**config.mk**
```make
export PLATFORM = sky130hd
export DESIGN_NAME = orientation_classify_debounce
export DESIGN_NICKNAME = d
export VERILOG_FILES = /design/src/sv/ocd_pkg.sv /design/src/sv/ocd_front.sv /design/src/sv/ocd_queue.sv /design/src/sv/ocd_back.sv /design/src/sv/orientation_classify_debounce.sv
export SDC_FILE = /design/constraint.sdc
export NUM_CORES = 1
export LEC_CHECK = 0
export BUFFER_PORTS_ARGS = -buffer_cell sky130_fd_sc_hd__buf_2
export CAP_MARGIN = 25
export CORE_UTILIZATION = 62
export DETAILED_ROUTE_END_ITERATION = 10
export PLACE_DENSITY = 0.82
export SYNTH_ARGS = -nofsm -noshare
export SYNTH_HDL_FRONTEND = slang
export SYNTH_SLANG_ARGS = --single-unit
export TNS_END_PERCENT = 5
```
**constraint.sdc**
```tcl
create_clock -name clk -period 7.1 [get_ports clk]
set_input_delay 1.065 -clock clk [delete_from_list [all_inputs] [get_ports clk]]
set_output_delay 1.065 -clock clk [all_outputs]
set_load 0.02 [all_outputs]
```
**src/sv/ocd_pkg.sv**
```systemverilog
`timescale 1ns / 1ps
// ----------------------------------------------------------------------------
// ocd_pkg: shared types and constants for the orientation classifier
// Side codes, register indexes, reset values and the front-to-back item type.
// ----------------------------------------------------------------------------
package ocd_pkg;

	typedef enum logic [2:0] {
		SIDE_UNKNOWN = 3'd0,
		SIDE_FLAT    = 3'd1,
		SIDE_SHORT_A = 3'd2,
		SIDE_SHORT_B = 3'd3,
		SIDE_LONG    = 3'd4
	} side_t;

	localparam logic [2:0] REG_SIDE_AXIS_THR = 3'd0;
	localparam logic [2:0] REG_SIDE_CROSS    = 3'd1;
	localparam logic [2:0] REG_FLAT_AXIS_THR = 3'd2;
	localparam logic [2:0] REG_FLAT_CROSS    = 3'd3;
	localparam logic [2:0] REG_SETTLE_MS     = 3'd4;
	localparam logic [2:0] REG_FACE_DOWN     = 3'd5;

	localparam logic [14:0] RST_SIDE_AXIS_THR = 15'd3195;
	localparam logic [14:0] RST_SIDE_CROSS    = 15'd1720;
	localparam logic [14:0] RST_FLAT_AXIS_THR = 15'd3441;
	localparam logic [14:0] RST_FLAT_CROSS    = 15'd1229;
	localparam logic [15:0] RST_SETTLE_MS     = 16'd700;
	localparam logic [1:0]  RST_FACE_DOWN     = 2'b11;

	localparam int QUEUE_DEPTH = 2;
	localparam int QPTR_W      = (QUEUE_DEPTH > 1) ? $clog2(QUEUE_DEPTH) : 1;
	localparam int QCNT_W      = $clog2(QUEUE_DEPTH + 1);

	typedef struct packed {
		logic [14:0] side_axis_thr;
		logic [14:0] side_cross;
		logic [14:0] flat_axis_thr;
		logic [14:0] flat_cross;
		logic [15:0] settle_ms;
		logic [1:0]  face_down;
	} cfg_t;

	typedef struct packed {
		logic        unavail;
		side_t       raw;
		logic        down;
		logic [31:0] ts;
	} item_t;

endpackage

```
**src/sv/ocd_front.sv**
```systemverilog
`timescale 1ns / 1ps
// ----------------------------------------------------------------------------
// ocd_front: sample classifier
// Takes input items, sorts each sample into a side class and flags screen
// down, then hands the item to the queue.
// ----------------------------------------------------------------------------
module ocd_front (
	input  logic               in_valid,
	output logic               in_ready,
	input  logic               action,
	input  logic signed [15:0] accel_x,
	input  logic signed [15:0] accel_y,
	input  logic signed [15:0] accel_z,
	input  logic [31:0]        timestamp_ms,
	input  ocd_pkg::cfg_t      cfg,
	input  logic               q_full,
	output logic               q_push,
	output ocd_pkg::item_t     q_item
);
	import ocd_pkg::*;

	logic [16:0] xe, ye, ze;
	logic [16:0] ax, ay, az;
	logic [16:0] side_thr, side_cross, flat_thr, flat_cross, neg_side_thr;
	logic [17:0] z18, oz;
	logic        flat_hit, a_hit, b_hit, long_hit, down;
	side_t       raw;

	always_comb begin
		xe = {accel_x[15], accel_x};
		ye = {accel_y[15], accel_y};
		ze = {accel_z[15], accel_z};
		// full-scale negative gives 32768, hence the extra bit
		ax = accel_x[15] ? (~xe + 17'd1) : xe;
		ay = accel_y[15] ? (~ye + 17'd1) : ye;
		az = accel_z[15] ? (~ze + 17'd1) : ze;

		side_thr     = {2'b00, cfg.side_axis_thr};
		side_cross   = {2'b00, cfg.side_cross};
		flat_thr     = {2'b00, cfg.flat_axis_thr};
		flat_cross   = {2'b00, cfg.flat_cross};
		neg_side_thr = ~side_thr + 17'd1;

		flat_hit = (az >= flat_thr) && (ax <= flat_cross) && (ay <= flat_cross);
		a_hit    = ($signed(xe) >= $signed(side_thr))
		           && (ay <= side_cross) && (az <= side_cross);
		b_hit    = ($signed(xe) <= $signed(neg_side_thr))
		           && (ay <= side_cross) && (az <= side_cross);
		long_hit = (ay >= side_thr) && (ax <= side_cross) && (az <= side_cross);

		if (flat_hit) begin
			raw = SIDE_FLAT;
		end else if (a_hit) begin
			raw = SIDE_SHORT_A;
		end else if (b_hit) begin
			raw = SIDE_SHORT_B;
		end else if (long_hit) begin
			raw = SIDE_LONG;
		end else begin
			raw = SIDE_UNKNOWN;
		end

		// only the sign bit of the face-down code picks the direction
		z18 = {{2{accel_z[15]}}, accel_z};
		oz  = cfg.face_down[1] ? (~z18 + 18'd1) : z18;
		down = (cfg.face_down != 2'b00)
		       && ($signed(oz) >= $signed({3'b000, cfg.flat_axis_thr}))
		       && (ax <= flat_cross) && (ay <= flat_cross);
	end

	assign in_ready = !q_full;
	assign q_push   = in_valid && !q_full;

	always_comb begin
		q_item.unavail = action;
		q_item.raw     = action ? SIDE_UNKNOWN : raw;
		q_item.down    = action ? 1'b0 : down;
		q_item.ts      = timestamp_ms;
	end

endmodule

```
**src/sv/ocd_queue.sv**
```systemverilog
`timescale 1ns / 1ps
// ----------------------------------------------------------------------------
// ocd_queue: classified item queue
// Short first-in first-out store between the classifier and the stabiliser.
// ----------------------------------------------------------------------------
module ocd_queue (
	input  logic           clk,
	input  logic           arst_n,
	input  logic           push,
	input  ocd_pkg::item_t push_item,
	input  logic           pop,
	output logic           full,
	output logic           empty,
	output ocd_pkg::item_t head
);
	import ocd_pkg::*;

	item_t             mem_q [QUEUE_DEPTH];
	logic [QPTR_W-1:0] wr_ptr_q, rd_ptr_q;
	logic [QCNT_W-1:0] count_q;

	assign full  = (count_q == QCNT_W'(QUEUE_DEPTH));
	assign empty = (count_q == '0);
	assign head  = mem_q[rd_ptr_q];

	always_ff @(posedge clk) begin
		if (push) begin
			mem_q[wr_ptr_q] <= push_item;
		end
	end

	always_ff @(posedge clk or negedge arst_n) begin
		if (!arst_n) begin
			wr_ptr_q <= '0;
			rd_ptr_q <= '0;
			count_q  <= '0;
		end else begin
			if (push) begin
				wr_ptr_q <= (wr_ptr_q == QPTR_W'(QUEUE_DEPTH - 1)) ? '0 : wr_ptr_q + 1'b1;
			end
			if (pop) begin
				rd_ptr_q <= (rd_ptr_q == QPTR_W'(QUEUE_DEPTH - 1)) ? '0 : rd_ptr_q + 1'b1;
			end
			if (push && !pop) begin
				count_q <= count_q + 1'b1;
			end else if (pop && !push) begin
				count_q <= count_q - 1'b1;
			end
		end
	end

endmodule

```
**src/sv/ocd_back.sv**
```systemverilog
`timescale 1ns / 1ps
// ----------------------------------------------------------------------------
// ocd_back: stabiliser and result register
// Tracks the candidate class and its start time, promotes it to stable once
// it has persisted long enough, and holds each result until it is taken.
// ----------------------------------------------------------------------------
module ocd_back (
	input  logic           clk,
	input  logic           arst_n,
	input  logic [15:0]    settle_ms,
	input  logic           q_empty,
	input  ocd_pkg::item_t q_head,
	output logic           q_pop,
	output logic           out_valid,
	input  logic           out_ready,
	output logic [2:0]     raw_side,
	output logic [2:0]     stable_side,
	output logic           screen_down
);
	import ocd_pkg::*;

	side_t       cand_q, stable_q;
	logic [31:0] cand_start_q;
	logic        out_valid_q;
	side_t       raw_q, stable_out_q;
	logic        down_q;
	logic [31:0] elapsed;
	side_t       stable_nxt;

	assign q_pop   = !q_empty && (!out_valid_q || out_ready);
	// wrapping subtraction copes with timestamp roll-over
	assign elapsed = q_head.ts - cand_start_q;

	always_comb begin
		stable_nxt = stable_q;
		if (q_head.unavail) begin
			stable_nxt = SIDE_UNKNOWN;
		end else if (q_head.raw == cand_q && elapsed >= {16'h0000, settle_ms}) begin
			stable_nxt = cand_q;
		end
	end

	always_ff @(posedge clk or negedge arst_n) begin
		if (!arst_n) begin
			cand_q       <= SIDE_UNKNOWN;
			stable_q     <= SIDE_UNKNOWN;
			cand_start_q <= '0;
			out_valid_q  <= 1'b0;
		end else begin
			if (q_pop) begin
				stable_q <= stable_nxt;
				if (!q_head.unavail && q_head.raw != cand_q) begin
					cand_q       <= q_head.raw;
					cand_start_q <= q_head.ts;
				end
				out_valid_q <= 1'b1;
			end else if (out_ready) begin
				out_valid_q <= 1'b0;
			end
		end
	end

	always_ff @(posedge clk) begin
		if (q_pop) begin
			raw_q        <= q_head.raw;
			stable_out_q <= stable_nxt;
			down_q       <= q_head.down;
		end
	end

	assign out_valid   = out_valid_q;
	assign raw_side    = raw_q;
	assign stable_side = stable_out_q;
	assign screen_down = down_q;

endmodule

```
**src/sv/orientation_classify_debounce.sv**
```systemverilog
`timescale 1ns / 1ps
// ----------------------------------------------------------------------------
// orientation_classify_debounce: accelerometer orientation with debounce
// Input samples arrive on in_valid/in_ready with action, accel_x/y/z (Q3.12)
// and timestamp_ms. Each item gives one result on out_valid/out_ready:
// raw_side, stable_side and screen_down.
// A classifier front end writes classified items into a two-entry queue; a
// stabiliser back end drains it into a result register.
// An accepted item passes through the queue into the registered result.
// Throughput: one item per cycle while out_ready is high, set by the
// combinational classifier and the one-item-per-cycle stabiliser update.
// When out_ready is low the result register holds; the queue absorbs two
// more items, then in_ready drops until the result is taken.
// Configuration: cfg_valid/cfg_ready with cfg_index and cfg_data, always
// ready; write only while no item is in flight. Unknown indexes are ignored.
// Reset empties the queue and result register, sets candidate and stable
// classes to unknown, candidate start time to zero, registers to defaults.
// ----------------------------------------------------------------------------
module orientation_classify_debounce (
	input  logic               clk,
	input  logic               arst_n,
	input  logic               in_valid,
	output logic               in_ready,
	input  logic               action,
	input  logic signed [15:0] accel_x,
	input  logic signed [15:0] accel_y,
	input  logic signed [15:0] accel_z,
	input  logic [31:0]        timestamp_ms,
	output logic               out_valid,
	input  logic               out_ready,
	output logic [2:0]         raw_side,
	output logic [2:0]         stable_side,
	output logic               screen_down,
	input  logic               cfg_valid,
	output logic               cfg_ready,
	input  logic [2:0]         cfg_index,
	input  logic [15:0]        cfg_data
);
	import ocd_pkg::*;

	cfg_t  cfg_q;
	logic  q_push, q_pop, q_full, q_empty;
	item_t q_item, q_head;

	assign cfg_ready = 1'b1;

	always_ff @(posedge clk or negedge arst_n) begin
		if (!arst_n) begin
			cfg_q.side_axis_thr <= RST_SIDE_AXIS_THR;
			cfg_q.side_cross    <= RST_SIDE_CROSS;
			cfg_q.flat_axis_thr <= RST_FLAT_AXIS_THR;
			cfg_q.flat_cross    <= RST_FLAT_CROSS;
			cfg_q.settle_ms     <= RST_SETTLE_MS;
			cfg_q.face_down     <= RST_FACE_DOWN;
		end else if (cfg_valid) begin
			case (cfg_index)
				REG_SIDE_AXIS_THR: cfg_q.side_axis_thr <= cfg_data[14:0];
				REG_SIDE_CROSS:    cfg_q.side_cross    <= cfg_data[14:0];
				REG_FLAT_AXIS_THR: cfg_q.flat_axis_thr <= cfg_data[14:0];
				REG_FLAT_CROSS:    cfg_q.flat_cross    <= cfg_data[14:0];
				REG_SETTLE_MS:     cfg_q.settle_ms     <= cfg_data;
				REG_FACE_DOWN:     cfg_q.face_down     <= cfg_data[1:0];
				default: ;
			endcase
		end
	end

	ocd_front u_front (
		.in_valid     (in_valid),
		.in_ready     (in_ready),
		.action       (action),
		.accel_x      (accel_x),
		.accel_y      (accel_y),
		.accel_z      (accel_z),
		.timestamp_ms (timestamp_ms),
		.cfg          (cfg_q),
		.q_full       (q_full),
		.q_push       (q_push),
		.q_item       (q_item)
	);

	ocd_queue u_queue (
		.clk       (clk),
		.arst_n    (arst_n),
		.push      (q_push),
		.push_item (q_item),
		.pop       (q_pop),
		.full      (q_full),
		.empty     (q_empty),
		.head      (q_head)
	);

	ocd_back u_back (
		.clk         (clk),
		.arst_n      (arst_n),
		.settle_ms   (cfg_q.settle_ms),
		.q_empty     (q_empty),
		.q_head      (q_head),
		.q_pop       (q_pop),
		.out_valid   (out_valid),
		.out_ready   (out_ready),
		.raw_side    (raw_side),
		.stable_side (stable_side),
		.screen_down (screen_down)
	);

endmodule
```
# --- After elaboration in Yosys (flattened, before gate mapping) ---
# Memory sizes are Yosys's and may differ from the RTL's.
# Cells that the tools add are included.
totals:
  register_bits: 128
  ramBits: 74
  in_bits: 105
  out_inout_bits: 10
  elab_cells: 107
  mem_count: 1
mem_list:
  columns: ["name", "depth", "word_bits", "rd", "rd_clocked_by_memory_dff", "wr", "line", "source"]
  rows:
  - ["u_queue.mem_q", 2, 37, 1, 0, 1, "ocd_queue.sv:18", "item_t mem_q [QUEUE_DEPTH];"]
op_classes:
  add_sub_neg: 10
  order_cmp: 11
  n_eq_ne: 8
  mux: 20
  bitwise: 5
  reduce_logical: 36
ops:
  columns: ["op", "count"]
  rows:
  - ["$le 17x15->1", 5]
  - ["$add 17x1->17 const B", 4]
  - ["$mux 17", 3]
  - ["$not 17->17", 3]
  - ["$ge 17x15->1", 2]
  - ["$ge 32x16->1", 1]
  - ["$sub 32x32->32", 1]
  - ["$mux 3", 7]
  - ["$add 18x1->18 const B", 1]
  - ["$ge 18x16->1", 1]
  - ["$mux 18", 1]
  - ["$not 18->18", 1]
  - ["$le 16x17->1", 1]
  - ["$logic_and 1x1->1", 17]
  - ["$not 15->17", 1]
  - ["$ge 16x16->1", 1]
  - ["$reduce_and 2->1", 7]
  - ["$mux 1", 7]
  - ["$eq 3x2->1 const B", 2]
  - ["$eq 3x3->1 const B", 2]
  - ["$logic_not 1->1", 6]
  - ["$reduce_bool 2->1", 3]
  - ["$mux 2", 2]
  - ["$eq 3x1->1 const B", 1]
  - ["other kinds (9)", 10]

# --- Depth between registers and ports, before layout ---
# Gate-level depths: netlist of the first run.
logic_depth:
  ltp_word: 11
  mapped_depth: 25
  ltp_nobuf: 22

# --- Modules after synthesis ---
# A second synthesis of the first run with hierarchy kept.
unflattened:
  hier_cells: 1501
  hier_area_um2: 15464.8
by_module_without_submodules:
  columns: ["module", "instances", "cells_per_inst", "area_per_inst_um2", "seq_area_each_um2"]
  rows:
  - ["ocd_front", 1, 697, 5142.4, 0.0]
  - ["ocd_back", 1, 501, 4312.9, 1186.1]
  - ["orientation_classify_debounce", 1, 172, 3070.4, 1995.7]
  - ["ocd_queue", 1, 131, 2939.1, 2322.2]

# --- Worst setup path after synthesis of the first run ---
# No wires, ideal clock.
synth_timing:
  kind: "register to register"
  from: "reg u_queue.rd_ptr_q"
  to: "reg u_back.stable_out_q[0] (netlist: u_back.stable_side[0]) (data pin)"
  setup_time_ns: 0.259
  t_arrival_ns: 5.204
  required_ns: 6.841
  path_slack_ns: 1.637
  stages_incl_launch_ff: 23
  n_path_buf: 3
  synth_period_minus_slack_ns: 5.463
  path_cell_list: "dfrtp_1 > clkbuf_1 > buf_1 > mux2i_1 > inv_1 > ha_1 > nor2b_1 > o2111ai_1 > a211o_1 > and2_1 > o31ai_1 > xor2_1 > ha_1 > nor2b_1 > a2111oi_2 > nand3_1 > a2111oi_2 > o2111ai_1 > a2111oi_4 > nand4_2 > and2_4 > buf_6 > mux2i_1"
synth_lines:
  columns: ["item", "line", "source"]
  rows:
  - ["from (decl)", "ocd_queue.sv:19", "logic [QPTR_W-1:0] wr_ptr_q, rd_ptr_q;"]
  - ["from (signal assigned)", "ocd_queue.sv:42", "rd_ptr_q <= (rd_ptr_q == QPTR_W'(QUEUE_DEPTH - 1)) ? '0 : rd_ptr_q + 1'b1;"]
  - ["to (signal assigned)", "ocd_back.sv:66", "stable_out_q <= stable_nxt;"]
  - ["to (decl)", "ocd_back.sv:25", "side_t raw_q, stable_out_q;"]

==> results of run 1 <==
## logic make-up (layout without fill, tap and decap cells)
kind of cell / count (synthesis) / after routing
xor gates and xnor gates: 88 / 88
DFF: 202 / 202
muxes: 96 / 96
AOI/OAI and AO/OA: 352 / 352
adders and majority gates: 207 / 207
other: 1 / 1
buffers and inverters: 171 / 289
and+or+nand+nor: 414 / 414
## synthesized netlist by cell type (4+ instances only)
cell / instances / area share
ha_1: 206 / 0.17
nand2_1: 161 / 0.040
inv_1: 128 / 0.032
o21ai_0: 115 / 0.038
dfrtp_1: 86 / 0.14
mux2_2: 83 / 0.062
edfxtp_1: 81 / 0.16
a21oi_1: 79 / 0.026
xnor2_1: 74 / 0.043
nor2_1: 56 / 0.014
a21o_1: 47 / 0.023
dfstp_2: 35 / 0.061
nand4_1: 35 / 0.015
clkbuf_1: 27 / 0.0067
nand3_1: 27 / 0.0090
nand2b_1: 22 / 0.0092
nor3_1: 22 / 0.0073
o21a_1: 20 / 0.010
nor2b_1: 16 / 0.0067
a211oi_1: 15 / 0.0075
or3_1: 15 / 0.0062
xor2_1: 14 / 0.0082
mux2i_1: 13 / 0.0087
and3_1: 10 / 0.0042
o211ai_1: 10 / 0.0050
o31ai_1: 10 / 0.0050
buf_2: 8 / 0.0027
o21bai_1: 7 / 0.0035
or4_1: 6 / 0.0030
a2111oi_0: 5 / 0.0029
nor3b_1: 5 / 0.0025
nor4_1: 5 / 0.0021
and4_1: 4 / 0.0023
buf_6: 4 / 0.0030
o221ai_1: 4 / 0.0023
or2_2: 4 / 0.0017
## final timing paths
kind | startpoint | end | slack [ns] | cells after the start
max in group asynchronous | arst_n | cfg_q[48] | 5.12 | 2
worst min register to register | u_back.stable_q[0] | u_back.stable_q[0] | 0.50 | 2
worst max register to register | u_queue.rd_ptr_q | u_back.stable_side[1] | 1.52 | 19
worst max-delay path | u_queue.rd_ptr_q | u_back.stable_side[1] | 1.52 | 19
worst min-delay path | u_back.stable_q[0] | u_back.stable_q[0] | 0.50 | 2
min in group asynchronous | arst_n | u_queue.count_q[1] | 0.61 | 1
## layer usage
metal | global-route usage | up-vias
met5 | 0 | -
met4 | 0.1128 | 0
met3 | 0.03449 | 82
met2 | 0.5324 | 389
met1 | 0.3697 | 5714
li1 | - | 5745
## metrics by stage
stage                     cell area [sq um]  utilization  hold slack, ns  total power [mW]
after floorplan                       15030            -          0.4538             4.864
after global placement                15850       0.6710          0.4674             5.591
after detailed placement              15870       0.6719          0.4809             5.760
after CTS                             16610       0.7034          0.4990             6.979
after global routing                  16610       0.7034          0.5061             7.534
final                                 16610       0.7034          0.4956             7.004
## flip-flops by register name, indices dropped and copies added, names as in the netlist
| register | cells |
|---|---|
| u_back.cand_q | 3 |
| u_back.stable_q | 3 |
| u_queue.count_q | 2 |
| u_back.raw_side | 3 |
| u_back.out_valid | 1 |
| u_queue.mem_q | 74 |
| u_queue.wr_ptr_q | 1 |
| u_back.stable_side | 3 |
| cfg_q | 78 |
| u_queue.rd_ptr_q | 1 |
| u_back.cand_start_q | 32 |
| u_back.screen_down | 1 |
## cell type report
type                       instances  area share
clock inverter                    17    0.009040
inverter                         128     0.02893
sequential                       202      0.3314
tap                              319     0.02403
multi-input combinational       1158      0.5332
timing repair buffer             119     0.03767
clock buffer                      25     0.03571
## where the power goes
part	total, mW	switching (mW)	internal, mW	leakage, nW
combinational	4.06	2.39	1.67	4.87
sequential	1.79	0.173	1.62	2.16
clock	1.15	0.502	0.652	0.352
## worst register-to-register path, cell delays in order (launching register included)
cell and delay, ns:
dfrtp_1 0.82, mux2i_1 0.40, inv_1 0.10, ha_1 0.28, nor2b_1 0.18, o2111ai_1 0.17, a211o_1 0.39, and2_1 0.22
o31ai_1 0.30, xor2_1 0.19, ha_1 0.27, nor2b_1 0.15, a2111oi_2 0.27, nand3_1 0.13, a2111oi_2 0.33, o2111ai_1 0.21
a2111oi_4 0.35, nand4_2 0.21, and2_4 0.24, mux2i_1 0.12
==> run metrics, run 1 <==
antenna violations before repair=0; DR iter-0 viols=between 800 and 900; CP max stage delay=just over 0.8 ns; Placer Congestion=~0.99; Hold-fix buffers, CTS=0; largest family of logic cells by synthesized area=adder cells; root buffer cell=clkbuf_16; Nets=approximately 1900; period utilization=0.7865; Syn Area/Cell=a little under 10 sq um; vias in the first global route=11850; top layer in use=met4; Slowest cell on crit path=dfrtp_1; Starting Density=0.6364; Post-Route Skew=around 0.019 ns; Post-Synth Simple-Gate Area=0.1386; Max Cap Viol=0; Rel. slew slack=0.3407; length of routed met2 wiring=~18 mm; post-synthesis compound-gate area fraction=0.1540; adder-cell share of the synthesized area=0.1728; H-tree Lvls=1; WL met3=1.876 mm; Routed Antenna Nets=0; area of the multi-input gates=~9000 sq um; Final min period=5.584 ns; CTS tree=done; WL/cell=approximately 18 um; RSZ-0062 raised after global routing=false; gr ovfl total=0; Std-Cell Rows=56; Post-Syn Instances=1531; Synth Cell Area=about 15000 sq um; Crit path arrival time=roughly 6 ns; most common cell after layout, fill and taps aside=ha_1; DR vias/cell=6.062; CP required=about 7.4 ns; f_max=0.1791 GHz; die area=24870 sq um; sequential-to-total area share from yosys stat=0.3662; Clock Latency Late Sink=between 0.5 and 0.6 ns; fraction of layout cells with a size suffix above 1=0.1862; Async SR Flop Fraction=0.5990; Die Y-Extent=157.7 um; WL met1=15.04 mm; Fill cells=around 1800; final hold violation count=0; Routed WL=36.17 mm; worst hold path type=reg -> reg; largest net degree at the start of global routing=68; crit path cell chain=mux2i_1 -> inv_1 -> ha_1 -> nor2b_1 -> o2111ai_1 -> a211o_1 -> and2_1 -> o31ai_1 -> xor2_1 -> ha_1 -> nor2b_1 -> a2111oi_2 -> nand3_1 -> a2111oi_2 -> o2111ai_1 -> a2111oi_4 -> nand4_2 -> and2_4 -> mux2i_1; register area=approximately 5500 sq um; post-route setup slack=about 1.5 ns; most frequent cells in the layout=ha_1 (206), nand2_1 (161), inv_1 (128); Top FF cell, synth=dfrtp_1; synth-to-layout area growth=10.52%; xor-xnor portion of the synthesized cell area=0.05129; TritonRoute pass-1 iters=5; multiplexer share of the synthesized area=0.07085; Crit Path Max Fanout=17; outcome=completed; Final setup violation count=0; GR Util All Layers=0.2990; EDFF count, synth=81; Clock Pin Slew Worst Setup and Hold Paths=about 0.07 ns; crit end category=flip-flop; Synth Register Bits=roughly 200; width of the die=157.7 um; Worst-Margin Slew=a little under 1 ns; Clock Tree Buf Depth=3; Netlist cell types=79; CTS sink count=approximately 200; final routed DRC violation total=0; critical path startpoint category=flip-flop; total number of yosys warnings=0; dpl hpwl=around 28 mm; Vias=~12000; number of diodes=0; first-pass GRT wire length=roughly 59 mm; Ports=~120; Cell Count, Final, Fillers Out=just under 2000; Max IR drop VDD=between 0.2 and 0.3 mV; Placed Instances=1926; Post-CTS Setup Bufs=0; Port Buf Inserts=roughly 110; DP Worst Slack=about 1.6 ns; syn_nets=between 1500 and 2000; Core ar.=~24000 sq um; aggregate negative setup slack=0 ns; Pwr Density=between 400 and 500 nW/um^2; P_leak=about 7.4 nW; post-cts sizing count=0; TritonCTS Buffers=23; CP top delay family=compound AO/OA/AOI/OAI gates; Slew Limit Fails=0; critical path class=reg -> reg; worst path bufs/invs=1
Power figures use the tool's default switching activity.
==> run 2: changes to the inputs <==
CORE_UTILIZATION = 56   (was 62)
PLACE_DENSITY = 0.78   (was 0.82)
clock period = 4.7 ns   (was 7.1 ns; I/O delays follow)
==> run 2 against run 1 <==
  * The run now ends with DRC, setup timing left
  * Combinational power grew 61%
  * Critical endpoint is now u_back.stable_side[0]
  * Critical path depth increased by 3
  * Largest cell class unchanged
  * Clock power up 70%
  * Final area grew 3.1%
  * Worst hold slack worse by 0.44 ns
  * Core utilization fell by 5.0 points
  * Die area up 11%
  * Non-clock buffer count increased by 28
  * Register-to-register slack lost 1.6 ns
==> run metrics, run 2 (synthesis results as in run 1) <==
Pint=6.429 mW (was 3.943 mW); Slew Limit Fails=0 (unchanged); first-pass GRT wire length=61.32 mm (was 58.63 mm); Placer Congestion=0.9114 (was 0.9882); Core ar.=26210 sq um (was 23610 sq um); Final Cell Area=17120 sq um (was 16610 sq um); Cell Count, Final, Fillers Out=2015 (was 1968); Hold-fix buffers, CTS=0 (unchanged); width of the die=165.8 um (was 157.7 um); Pwr Density=652.3 nW/um^2 (was 421.7 nW/um^2); CTS sink count=202 (unchanged); die area=27490 sq um (was 24870 sq um); RSZ-0062 raised after global routing=true (was false); reg-to-reg critical path startpoint=u_queue.rd_ptr_q (unchanged); H-tree Lvls=1 (unchanged); Largest register FFs=78 (unchanged); Post-Route Skew=0.02688 ns (was 0.01862 ns); critical path class=reg -> reg (unchanged); Crit Path Max Fanout=12 (was 17); Die Y-Extent=165.8 um (was 157.7 um); most common cell after layout, fill and taps aside=ha_1 (unchanged); dpl hpwl=28.62 mm (was 27.57 mm); Clock Tree Buf Depth=3 (unchanged); utilization after layout=0.6531 (was 0.7034); Ports=115 (unchanged); Comb pwr share=0.585 (was 0.580); CTS tree=done (unchanged); dpl cell area=16130 sq um (was 15870 sq um); Psw=4.736 mW (was 3.061 mW); critical path startpoint category=flip-flop (unchanged); aggregate negative setup slack=-0.2123 ns (was 0 ns); DR vias/cell=5.944 (was 6.062); reg-to-reg endpoint=u_back.stable_side[0] (was u_back.stable_side[1]); Port Buf Inserts=113 (unchanged); Placed Instances=1967 (was 1926); Final setup violation count=6 (was 0); P_leak=7.635 nW (was 7.384 nW); post-route setup slack=-0.04846 ns (was 1.516 ns); crit path from=u_queue.rd_ptr_q (unchanged); Top reg by flops=cfg_q (unchanged); WL/cell=18.62 um (was 18.38 um); worst hold path type=in -> async (was reg -> reg); Crit path arrival time=5.03 ns (was 5.87 ns); Sequential Power Share=0.240 (was 0.255); largest net degree at the start of global routing=79 (was 68); Max Cap Viol=0 (unchanged); root buffer cell=clkbuf_16 (unchanged); GR Util All Layers=0.2765 (was 0.2990); TritonRoute pass-1 iters=9 (was 5); f_max=0.2106 GHz (was 0.1791 GHz); Clock Pin Slew Worst Setup and Hold Paths=0.06 ns (was 0.07 ns); Max IR drop VDD=0.3350 mV (was 0.2648 mV); crit end category=flip-flop (unchanged); Final min period=4.748 ns (was 5.584 ns); Clock Latency Late Sink=0.54 ns (was 0.53 ns); Largest regs=cfg_q (78), u_queue.mem_q (74), u_back.cand_start_q (32) (unchanged); vias in the first global route=11990 (was 11850); DR iter-0 viols=662 (was 876); antenna violations before repair=2 (was 0); final routed DRC violation total=6 (was 0); sw frac=0.4242 (was 0.4371); TritonCTS Buffers=24 (was 23); crit path capture=u_back.stable_side[0] (was u_back.stable_side[1]); most frequent cells in the layout=ha_1 (203), nand2_1 (161), inv_1 (128) (was ha_1 (206), nand2_1 (161), inv_1 (128)); gr ovfl total=0 (unchanged); Nets=1973 (was 1944); Rel. slew slack=0.3603 (was 0.3407); Post-CTS Setup Bufs=0 (unchanged); Std-Cell Rows=59 (was 56); R2R setup slack=-0.05 ns (was 1.52 ns); power share of the clock group=0.175 (was 0.165); period utilization=1.010 (was 0.7865); Vias=11980 (was 11930); synth-to-layout area growth=13.89% (was 10.52%); CP required=4.98 ns (was 7.38 ns); fraction of layout cells with a size suffix above 1=0.2096 (was 0.1862); Starting Density=0.5735 (was 0.6364); outcome=finished, violations left (was completed); Routed Antenna Nets=0 (unchanged); Worst-Margin Slew=0.9595 ns (was 0.9890 ns); failing checks=DRC, setup timing; Fin Hold WS=0.05634 ns (was 0.4956 ns); final hold violation count=0 (unchanged); Routed WL=37.51 mm (was 36.17 mm); r2r worst-path depth=22 (was 19)
run 2: cell types whose count changed in the layout (fill, tap and decap cells not counted), sizes merged:
cell,delta
buf,+27
bufbuf,+1
bufinv,+2
clkbuf,+6
clkinv,-1
clkinvlp,-5
diode,+1
run 2: repair_timing:
item                       CTS  global route
setup endpoints to repair    6             6
resized for setup            5             5
pin swaps                    0             1
cloned                       1             0
run 2: how the worst min path moves through the flow:
| stage | start | end | slack [ns] |
|---|---|---|---|
| 2_1_floorplan | arst_n | cfg_q[10] | 0.41 |
| 3_5_place_dp | u_back.stable_q[1] | u_back.stable_q[1] | 0.47 |
| 3_3_place_gp | u_back.stable_q[1] | u_back.stable_q[1] | 0.47 |
| 5_1_grt | arst_n | u_queue.wr_ptr_q | 0.06 |
| 4_1_cts | timestamp_ms[15] | u_queue.mem_q[1][15] | 0.34 |
| 6_report | arst_n | u_queue.wr_ptr_q | 0.06 |
run 2: power by group through the flow:
stage	registers, mW	logic (mW)	clock network (mW)
after detailed placement	2.70	6.26	0
after global routing	2.74	7.22	2.06
after global placement	2.68	6.04	0
final	2.68	6.53	1.95
after CTS	2.68	6.39	1.98
after floorplan	2.67	4.79	0
run 2: layout make-up:
cell class | instances | area, sq um
clock inverters | 13 | 166.4
repair buffers | 147 | 905.9
diodes | 1 | 2.502
flip-flops and latches | 202 | 5505
multi-input cells | 1158 | 8959
well taps | 335 | 419.2
clock buffers | 31 | 676.9
fillers | 2040 | 9091
inverters | 128 | 480.5
run 2: worst max-delay path, stage by stage (launching register included):
cell and delay, ns:
dfrtp_2 0.43, buf_12 0.17, mux2_2 0.37, ha_1 0.33, and3_1 0.21, a211oi_2 0.24, nand2_1 0.12, nand3_1 0.11
nand2_1 0.10, a21oi_2 0.16, o21bai_1 0.08, xor2_1 0.16, ha_1 0.31, a21o_1 0.18, a21o_1 0.17, a21oi_1 0.14
o21ai_0 0.09, a21oi_1 0.21, o2111ai_2 0.18, a2111oi_4 0.23, nand4_2 0.17, and2_4 0.21, mux2i_1 0.12
run 2: metal layers:
metal,vias to the layer above,wire (um),part of all wire,track usage
met3,82,2159,0.058,0.03837
met5,-,8,0.00021,0
li1,5806,-,-,-
met1,5722,15980,0.43,0.3572
met2,365,18090,0.48,0.4759
met4,2,1279,0.034,0.09671
run 2: metrics by stage:
stage	worst slack (ns)	total power, mW
floorplan	0.05526	7.458
global placement	0.07492	8.715
detailed placement	-0.1337	8.963
CTS	-0.08023	11.05
global route	-0.2602	12.02
finish	-0.04846	11.16
